--- config.mk ---
export PLATFORM = sky130hd
export DESIGN_NAME = lrc_ctrl
export DESIGN_NICKNAME = d
export VERILOG_FILES = /design/src/design/lrc_pkg.sv /design/src/design/lrc_ctrl.sv
export SDC_FILE = /design/constraint.sdc
export NUM_CORES = 1
export LEC_CHECK = 0
export ABC_AREA = 0
export CAP_MARGIN = 30
export CORE_AREA = 2 2 66 68
export DETAILED_ROUTE_END_ITERATION = 10
export DIE_AREA = 0 0 68 70
export DONT_BUFFER_PORTS = 1
export GPL_TIMING_DRIVEN = 0
export PLACE_DENSITY_LB_ADDON = 0.05
export SLEW_MARGIN = 20
export SYNTH_ARGS = -nofsm -noshare
export SYNTH_HDL_FRONTEND = slang
export SYNTH_SLANG_ARGS = --single-unit
--- constraint.sdc ---
create_clock -name i_clk -period 1.8 [get_ports i_clk]
set_clock_uncertainty 0.05 [all_clocks]
set_input_delay 0.27 -clock i_clk [delete_from_list [all_inputs] [get_ports i_clk]]
set_output_delay 0.27 -clock i_clk [all_outputs]
set_load 0.1 [all_outputs]
--- src/design/lrc_pkg.sv ---
// Shared types and constants for the Linkwitz-Riley crossover filter.
package lrc_pkg;

    // State and intermediate values are signed Q16.24.
    localparam int DW = 40;
    // Coefficient operand width: Q8.24 plus the carry of sqrt2 + g.
    localparam int CW = 33;
    // Fraction bits of the coefficients and of the state.
    localparam int FB = 24;
    localparam int NUM_CHANNELS_DEF = 8;

    localparam logic [CW-1:0] SQRT2_Q24 = 33'd23726566;

    localparam logic [1:0] CFG_MODE = 2'd0;
    localparam logic [1:0] CFG_G    = 2'd1;
    localparam logic [1:0] CFG_H    = 2'd2;

    typedef enum logic [1:0] {
        MODE_LOW   = 2'd0,
        MODE_HIGH  = 2'd1,
        MODE_ALL   = 2'd2,
        MODE_SPLIT = 2'd3
    } t_mode;

    // Operand and destination selects of the datapath register file.
    // RF_SA and RF_SB map to the section given by the command.
    typedef enum logic [3:0] {
        RF_ZERO,
        RF_X,
        RF_SA,
        RF_SB,
        RF_K,
        RF_YH,
        RF_YB,
        RF_YL,
        RF_AP,
        RF_T,
        RF_S2IN
    } t_rsel;

    typedef enum logic [1:0] {
        CF_RG,
        CF_G,
        CF_H,
        CF_SQ2
    } t_coef;

    typedef struct packed {
        logic  load_in;
        logic  mem_rd;
        logic  mem_load;
        logic  mem_wr;
        logic  out_load;
        logic  sect;
        logic  mul_start;
        t_rsel mul_src;
        t_coef mul_coef;
        t_rsel mul_dst;
        logic  alu_en;
        t_rsel alu_a;
        t_rsel alu_b;
        t_rsel alu_c;
        logic  alu_neg_b;
        logic  alu_neg_c;
        t_rsel alu_dst;
    } t_cmd;

    typedef struct packed {
        logic  ch_ok;
        logic  mul_done;
        logic  out_full;
        t_mode mode;
    } t_status;

endpackage

--- src/design/lrc_ctrl.sv ---
// Controller: sequences the two filter sections through the shared multiplier and adder.
module lrc_ctrl (
    input  logic              i_clk,
    input  logic              i_rst_n,
    input  logic              i_in_valid,
    output logic              o_in_ready,
    input  lrc_pkg::t_status  i_status,
    output lrc_pkg::t_cmd     o_cmd
);
    import lrc_pkg::*;

    typedef enum logic [4:0] {
        S_IDLE,
        S_READ,
        S_LOAD,
        S_M_SA,
        S_A_K,
        S_M_YH,
        S_M_GH,
        S_A_YB,
        S_A_SA,
        S_M_GB,
        S_A_YL,
        S_A_SB,
        S_M_BQ,
        S_A_AP,
        S_A_HI,
        S_OUT
    } t_state;

    t_state r_state, n_state, mul_next;
    logic   r_sect, n_sect;
    logic   r_wait, n_wait;
    logic   is_mul;

    always_comb begin
        n_state    = r_state;
        n_sect     = r_sect;
        n_wait     = r_wait;
        mul_next   = r_state;
        is_mul     = 1'b0;
        o_in_ready = 1'b0;
        o_cmd      = '0;
        o_cmd.sect = r_sect;

        case (r_state)
            S_IDLE: begin
                // No beat is taken while reset is held.
                o_in_ready = i_rst_n;
                if (i_in_valid && o_in_ready) begin
                    o_cmd.load_in = 1'b1;
                    n_sect        = 1'b0;
                    n_state       = S_READ;
                end
            end
            S_READ: begin
                if (i_status.ch_ok) begin
                    o_cmd.mem_rd = 1'b1;
                    n_state      = S_LOAD;
                end else begin
                    n_state = S_OUT;
                end
            end
            S_LOAD: begin
                o_cmd.mem_load = 1'b1;
                n_state        = S_M_SA;
            end
            S_M_SA: begin
                is_mul         = 1'b1;
                o_cmd.mul_src  = RF_SA;
                o_cmd.mul_coef = CF_RG;
                o_cmd.mul_dst  = RF_T;
                mul_next       = S_A_K;
            end
            S_A_K: begin
                o_cmd.alu_en    = 1'b1;
                o_cmd.alu_a     = r_sect ? RF_S2IN : RF_X;
                o_cmd.alu_b     = RF_T;
                o_cmd.alu_neg_b = 1'b1;
                o_cmd.alu_c     = RF_SB;
                o_cmd.alu_neg_c = 1'b1;
                o_cmd.alu_dst   = RF_K;
                n_state         = S_M_YH;
            end
            S_M_YH: begin
                is_mul         = 1'b1;
                o_cmd.mul_src  = RF_K;
                o_cmd.mul_coef = CF_H;
                o_cmd.mul_dst  = RF_YH;
                mul_next       = S_M_GH;
            end
            S_M_GH: begin
                is_mul         = 1'b1;
                o_cmd.mul_src  = RF_YH;
                o_cmd.mul_coef = CF_G;
                o_cmd.mul_dst  = RF_T;
                mul_next       = S_A_YB;
            end
            S_A_YB: begin
                o_cmd.alu_en  = 1'b1;
                o_cmd.alu_a   = RF_T;
                o_cmd.alu_b   = RF_SA;
                o_cmd.alu_c   = RF_ZERO;
                o_cmd.alu_dst = RF_YB;
                n_state       = S_A_SA;
            end
            S_A_SA: begin
                o_cmd.alu_en  = 1'b1;
                o_cmd.alu_a   = RF_T;
                o_cmd.alu_b   = RF_YB;
                o_cmd.alu_c   = RF_ZERO;
                o_cmd.alu_dst = RF_SA;
                n_state       = S_M_GB;
            end
            S_M_GB: begin
                is_mul         = 1'b1;
                o_cmd.mul_src  = RF_YB;
                o_cmd.mul_coef = CF_G;
                o_cmd.mul_dst  = RF_T;
                mul_next       = S_A_YL;
            end
            S_A_YL: begin
                o_cmd.alu_en  = 1'b1;
                o_cmd.alu_a   = RF_T;
                o_cmd.alu_b   = RF_SB;
                o_cmd.alu_c   = RF_ZERO;
                o_cmd.alu_dst = RF_YL;
                n_state       = S_A_SB;
            end
            S_A_SB: begin
                o_cmd.alu_en  = 1'b1;
                o_cmd.alu_a   = RF_T;
                o_cmd.alu_b   = RF_YL;
                o_cmd.alu_c   = RF_ZERO;
                o_cmd.alu_dst = RF_SB;
                if (!r_sect) begin
                    n_state = S_M_BQ;
                end else if (i_status.mode == MODE_SPLIT) begin
                    n_state = S_A_HI;
                end else begin
                    n_state = S_OUT;
                end
            end
            S_M_BQ: begin
                is_mul         = 1'b1;
                o_cmd.mul_src  = RF_YB;
                o_cmd.mul_coef = CF_SQ2;
                o_cmd.mul_dst  = RF_T;
                mul_next       = S_A_AP;
            end
            S_A_AP: begin
                o_cmd.alu_en    = 1'b1;
                o_cmd.alu_a     = RF_YL;
                o_cmd.alu_b     = RF_T;
                o_cmd.alu_neg_b = 1'b1;
                o_cmd.alu_c     = RF_YH;
                o_cmd.alu_dst   = RF_AP;
                if (i_status.mode == MODE_ALL) begin
                    n_state = S_OUT;
                end else begin
                    n_sect  = 1'b1;
                    n_state = S_M_SA;
                end
            end
            S_A_HI: begin
                // High band of the split: first-section allpass minus low band.
                o_cmd.alu_en    = 1'b1;
                o_cmd.alu_a     = RF_AP;
                o_cmd.alu_b     = RF_YL;
                o_cmd.alu_neg_b = 1'b1;
                o_cmd.alu_c     = RF_ZERO;
                o_cmd.alu_dst   = RF_K;
                n_state         = S_OUT;
            end
            S_OUT: begin
                if (!i_status.out_full) begin
                    o_cmd.out_load = 1'b1;
                    o_cmd.mem_wr   = i_status.ch_ok;
                    n_state        = S_IDLE;
                end
            end
            default: n_state = S_IDLE;
        endcase

        // A product step starts the multiplier once, then waits for its result.
        if (is_mul) begin
            if (!r_wait) begin
                o_cmd.mul_start = 1'b1;
                n_wait          = 1'b1;
            end else if (i_status.mul_done) begin
                n_wait  = 1'b0;
                n_state = mul_next;
            end
        end
    end

    always_ff @(posedge i_clk) begin
        if (!i_rst_n) begin
            r_state <= S_IDLE;
            r_sect  <= 1'b0;
            r_wait  <= 1'b0;
        end else begin
            r_state <= n_state;
            r_sect  <= n_sect;
            r_wait  <= n_wait;
        end
    end

endmodule

* After elaboration in Yosys (flattened, before gate mapping)
Index checks and enable logic that the tools add are counted.
Operators by class: $add $sub $neg 0, multipliers 0, divide/modulo/power cells 0, $lt $le $gt $ge 0, eq/ne operators 20, shift-type cells 0, multiplexer cells 33, bitwise operators 0, reduce and logical (&&, ||, !) cells 7
Operator list (number):
- one-hot mux 13 bit (7 select lines) | 1
- one-hot mux 5 bit (12 select lines) | 1
- one-hot mux 9 bit (5 select lines) | 1
- equality test 5 x 4 -> 1 bit, second input constant | 8
- two-way mux 5 bit | 5
- one-hot mux 5 bit (5 select lines) | 1
- one-hot mux 4 bit (6 select lines) | 1
- equality test 5 x 3 -> 1 bit, second input constant | 4
- two-way mux 1 bit | 16
- two-way mux 4 bit | 3
- equality test 5 x 2 -> 1 bit, second input constant | 2
- inequality test 8 x 3 -> 1 bit, second input constant | 1
- two-way mux 2 bit | 3
- equality test 5 x 1 -> 1 bit, second input constant | 1
- logical NOT 5 bit | 1
- OR reduction 5 bit | 1
- equality test 2 bit, second input constant | 2
- inequality test 2 bit, second input constant | 2
- AND reduction 3 bit | 1
- OR reduction 3 bit | 1
- one-hot mux 1 bit (2 select lines) | 1
- nonzero test 2 bit | 1
- OR reduction 2 bit | 1
- logical AND 1 bit | 1
Word-level totals: register bits 7, latch bits 0, bits in writable memories 0, memory bits (read-only) 0, output and inout port bits 37, logic and storage cells 63, memories kept 0

* Logic depth before layout (Yosys ltp)
depth after elaboration 7, mapped depth 7

* Worst setup path after synthesis
Ideal clock, no wire load.
kind register to output, from reg r_state[0], to out o_cmd[32] (netlist name), arrival time 4.085 ns, data required time 1.480 ns, path slack -2.605 ns, stages on the path, launching flop included 6, cells stage by stage dfxtp_1 -> buf_2 -> buf_2 -> nand2_1 -> nor3b_1 -> and2_1
RTL lines:
- start, declared | RTL line lrc_ctrl.sv:31 | t_state r_state, n_state, mul_next;
- start signal, assigned | RTL line lrc_ctrl.sv:203 | r_state <= n_state;
- end, declared | RTL line lrc_ctrl.sv:8 | output lrc_pkg::t_cmd o_cmd

==> results.cfg <==
[pwr]
p_leak_nw = 0.951
total_power_mw = 0.600
power_density_mw_per_mm2 = 235
ir_worst_vdd_mv = 0.309

[finish]
nets = 234
fillCellCount = 333
antennaDiodeCount = 0
drive_above_1_share = 0.671
multiInputGateArea_mm2 = 0.00137
syn_to_final_growth_pct = 138
seq_area_um2 = 153
fin_cells = 277

[detailed_routing]
vias = 1481
vias_per_cell = 5.35
wire_per_inst_um = 18.4
initialDrtViolationCount = 73
dr.pass1.iters = 4
ant_nets = 0
wl_um = 5100
drcViolationCount = 0

[critical_path]
crit_path_max_incr_delay_ns = 0.63
path_class = flip-flop to output pin
crit_path_frequent_cell = buf_6
crit_fanout = 5
critPathRequiredTime_ns = 1.48
crit_path_cell_trace = buf_6, buf_6, a21boi_4, o21ai_4, a21oi_4, or2_4
start_kind = flip-flop
path_delay_family = compound AO/OA/AOI/OAI gates
crit_buf_inv = 2
slowest_stage = a21oi_4
critPathArrivalTime_ns = 2.11
cp-end-kind = output pin

[synthesis]
synthCells = 164
yosysWarnings = 0
synthesis.area_mm2 = 0.00107
yosys.area.top_type_share = 0.131
synth.distinct_cells = 49
synth_area_per_cell_um2 = 6.53
ys_ff_latch = 7
synth-edff-count = 0
synth_area_leader_cell = dfxtp_1
yosysSeqAreaShare = 0.131
synth.area.top_cells = dfxtp_1, nor2_1, a21oi_1
ys.flop_type = dfxtp_1
async_flop_share = 0

[sta]
hold_viol_final = 0
min_period_over_period = 1.35
worst_pin_slew_ns = 0.992
setup_ws_ns = -0.635
period_needed_ns = 2.43
slew_violations = 0
rsz0062_at_grt = yes
fmax_mhz = 411
setup_viol = 33
max_slew_margin = 0.336

[outcome]
status = complete, but fails checks
violations = negative setup slack

[placed_design]
io_buffers = 0
post-place-cells = 225
dp_hpwl_um = 3210
post-place-ws_ns = -0.770
gp_congestion = 0.844

[grt]
grt_pass1_vias = 1340
grt_start_max_net_pins = 11
grt_pass1_wl_um = 7350
grtUsageTotal = 0.205
grt_overflow_total = 0
antenna_found_initial = 0

[clocking]
h-tree-depth = 1
cts-root-buf = clkbuf_8
cts_tree = done
hold_buffers = 0
clk_latency_ns = 0.23
cts_buffer_depth = 2
clock_sinks = 7
clk_pin_slew_ns = 0.04
cts_buffers = 3

[die]
rows = 24
core-area_mm2 = 0.00414
die_area_mm2 = 0.00476
die_w_um = 68
die_h_um = 70
start_util = 0.258
pin_count = 45

[job]
maxCapViolCount = 0

[min_path]
holdCritPathClass = input pin to flip-flop
-- cell usage after synthesis, drive strengths merged, types with 4 or more instances --
library cell / count
nor2: 20
buf: 18
a21oi: 14
nand2: 12
nor3: 11
o21ai: 9
nand2b: 8
dfxtp: 7
nand3: 5
nor2b: 5
inv: 4
-- metrics by stage --
stage | area (um2) | hold slack [ns] | TNS [ns] | utilization
2_1_floorplan | 1410 | 0.353 | -6.04 | -
3_3_place_gp | 1480 | 0.356 | -9.63 | 0.357
3_5_place_dp | 1580 | 0.358 | -6.40 | 0.382
4_1_cts | 2040 | 0.121 | -14.09 | 0.493
5_1_grt | 2550 | 0.114 | -12.69 | 0.615
6_report | 2550 | 0.112 | -11.05 | 0.615
-- power by group --
group | switching [mW] | internal (mW) | total, mW
Combinational | 0.137 | 0.0807 | 0.218
Sequential | 0.00301 | 0.154 | 0.157
Clock | 0.0718 | 0.154 | 0.225
Total | 0.212 | 0.388 | 0.600
-- kinds of logic after synthesis --
group	after synthesis	share of synthesized area
AO/OA/AOI/OAI	48	0.298
AND/OR/NAND/NOR	76	0.380
other	1	0.00350
flip-flops	7	0.131
XOR/XNOR	5	0.0409
buffers and inverters	25	0.128
multiplexers	2	0.0187
-- cells in the final DEF (no fill, tap or decap), types with 4 or more instances in the layout --
master and count:
nand2_4 4, clkbuf_8 4, nand2_1 6, buf_12 14, buf_6 16, nor2_1 6, nor2_4 13, buf_8 4
a21oi_4 8, nor3_4 10, buf_4 33, o21ai_0 5, nand2b_1 5, conb_1 4
-- flip-flops by register name, summed over array words and instances, names as in the netlist --
register and cells:
r_state 5, r_sect 1, r_wait 1
-- worst reg2reg max path, stage by stage (launching register included) --
cell and delay, ns:
dfxtp_4 0.36, buf_12 0.14, buf_8 0.12, xnor2_4 0.16, o22a_4 0.25, buf_6 0.13, nor2_4 0.50, o211a_1 0.20
-- repair_timing --
item	4_1_cts	5_1_grt
gates cloned	0	1
pin swaps	28	30
setup buffers	20	29
setup endpoints to repair	35	38
gates resized for setup	58	70
-- path summary, 6_finish.rpt --
kind                                              start                      end  slack [ns]  cells after the start
worst max-delay path            r_state[0]$_SDFFE_PN0P_                o_cmd[18]       -0.63                      6
worst min-delay path                            i_rst_n  r_state[3]$_SDFFE_PN0P_        0.11                      1
worst max register to register  r_state[2]$_SDFFE_PN0P_      r_wait$_SDFFE_PN0N_       -0.17                      7
worst min register to register      r_wait$_SDFFE_PN0N_      r_wait$_SDFFE_PN0N_        0.60                      1
-- metal layers --
layer,GRT usage,share of wire,routed length [um]
met1,0.273,0.41,2070
met2,0.330,0.52,2640
met3,0.0515,0.057,290
met4,0.0422,0.018,91
met5,0,0,0
-- layout make-up --
| cell class | instances | share of cell area |
|---|---|---|
| Sequential cell | 7 | 0.0599 |
| Multi-Input combinational cell | 135 | 0.537 |
| Timing Repair Buffer | 57 | 0.244 |
| Tap cell | 52 | 0.0255 |
| Buffer | 18 | 0.109 |
| Inverter | 4 | 0.00736 |
| Clock buffer | 4 | 0.0177 |
(Power assumes the default switching activity.)
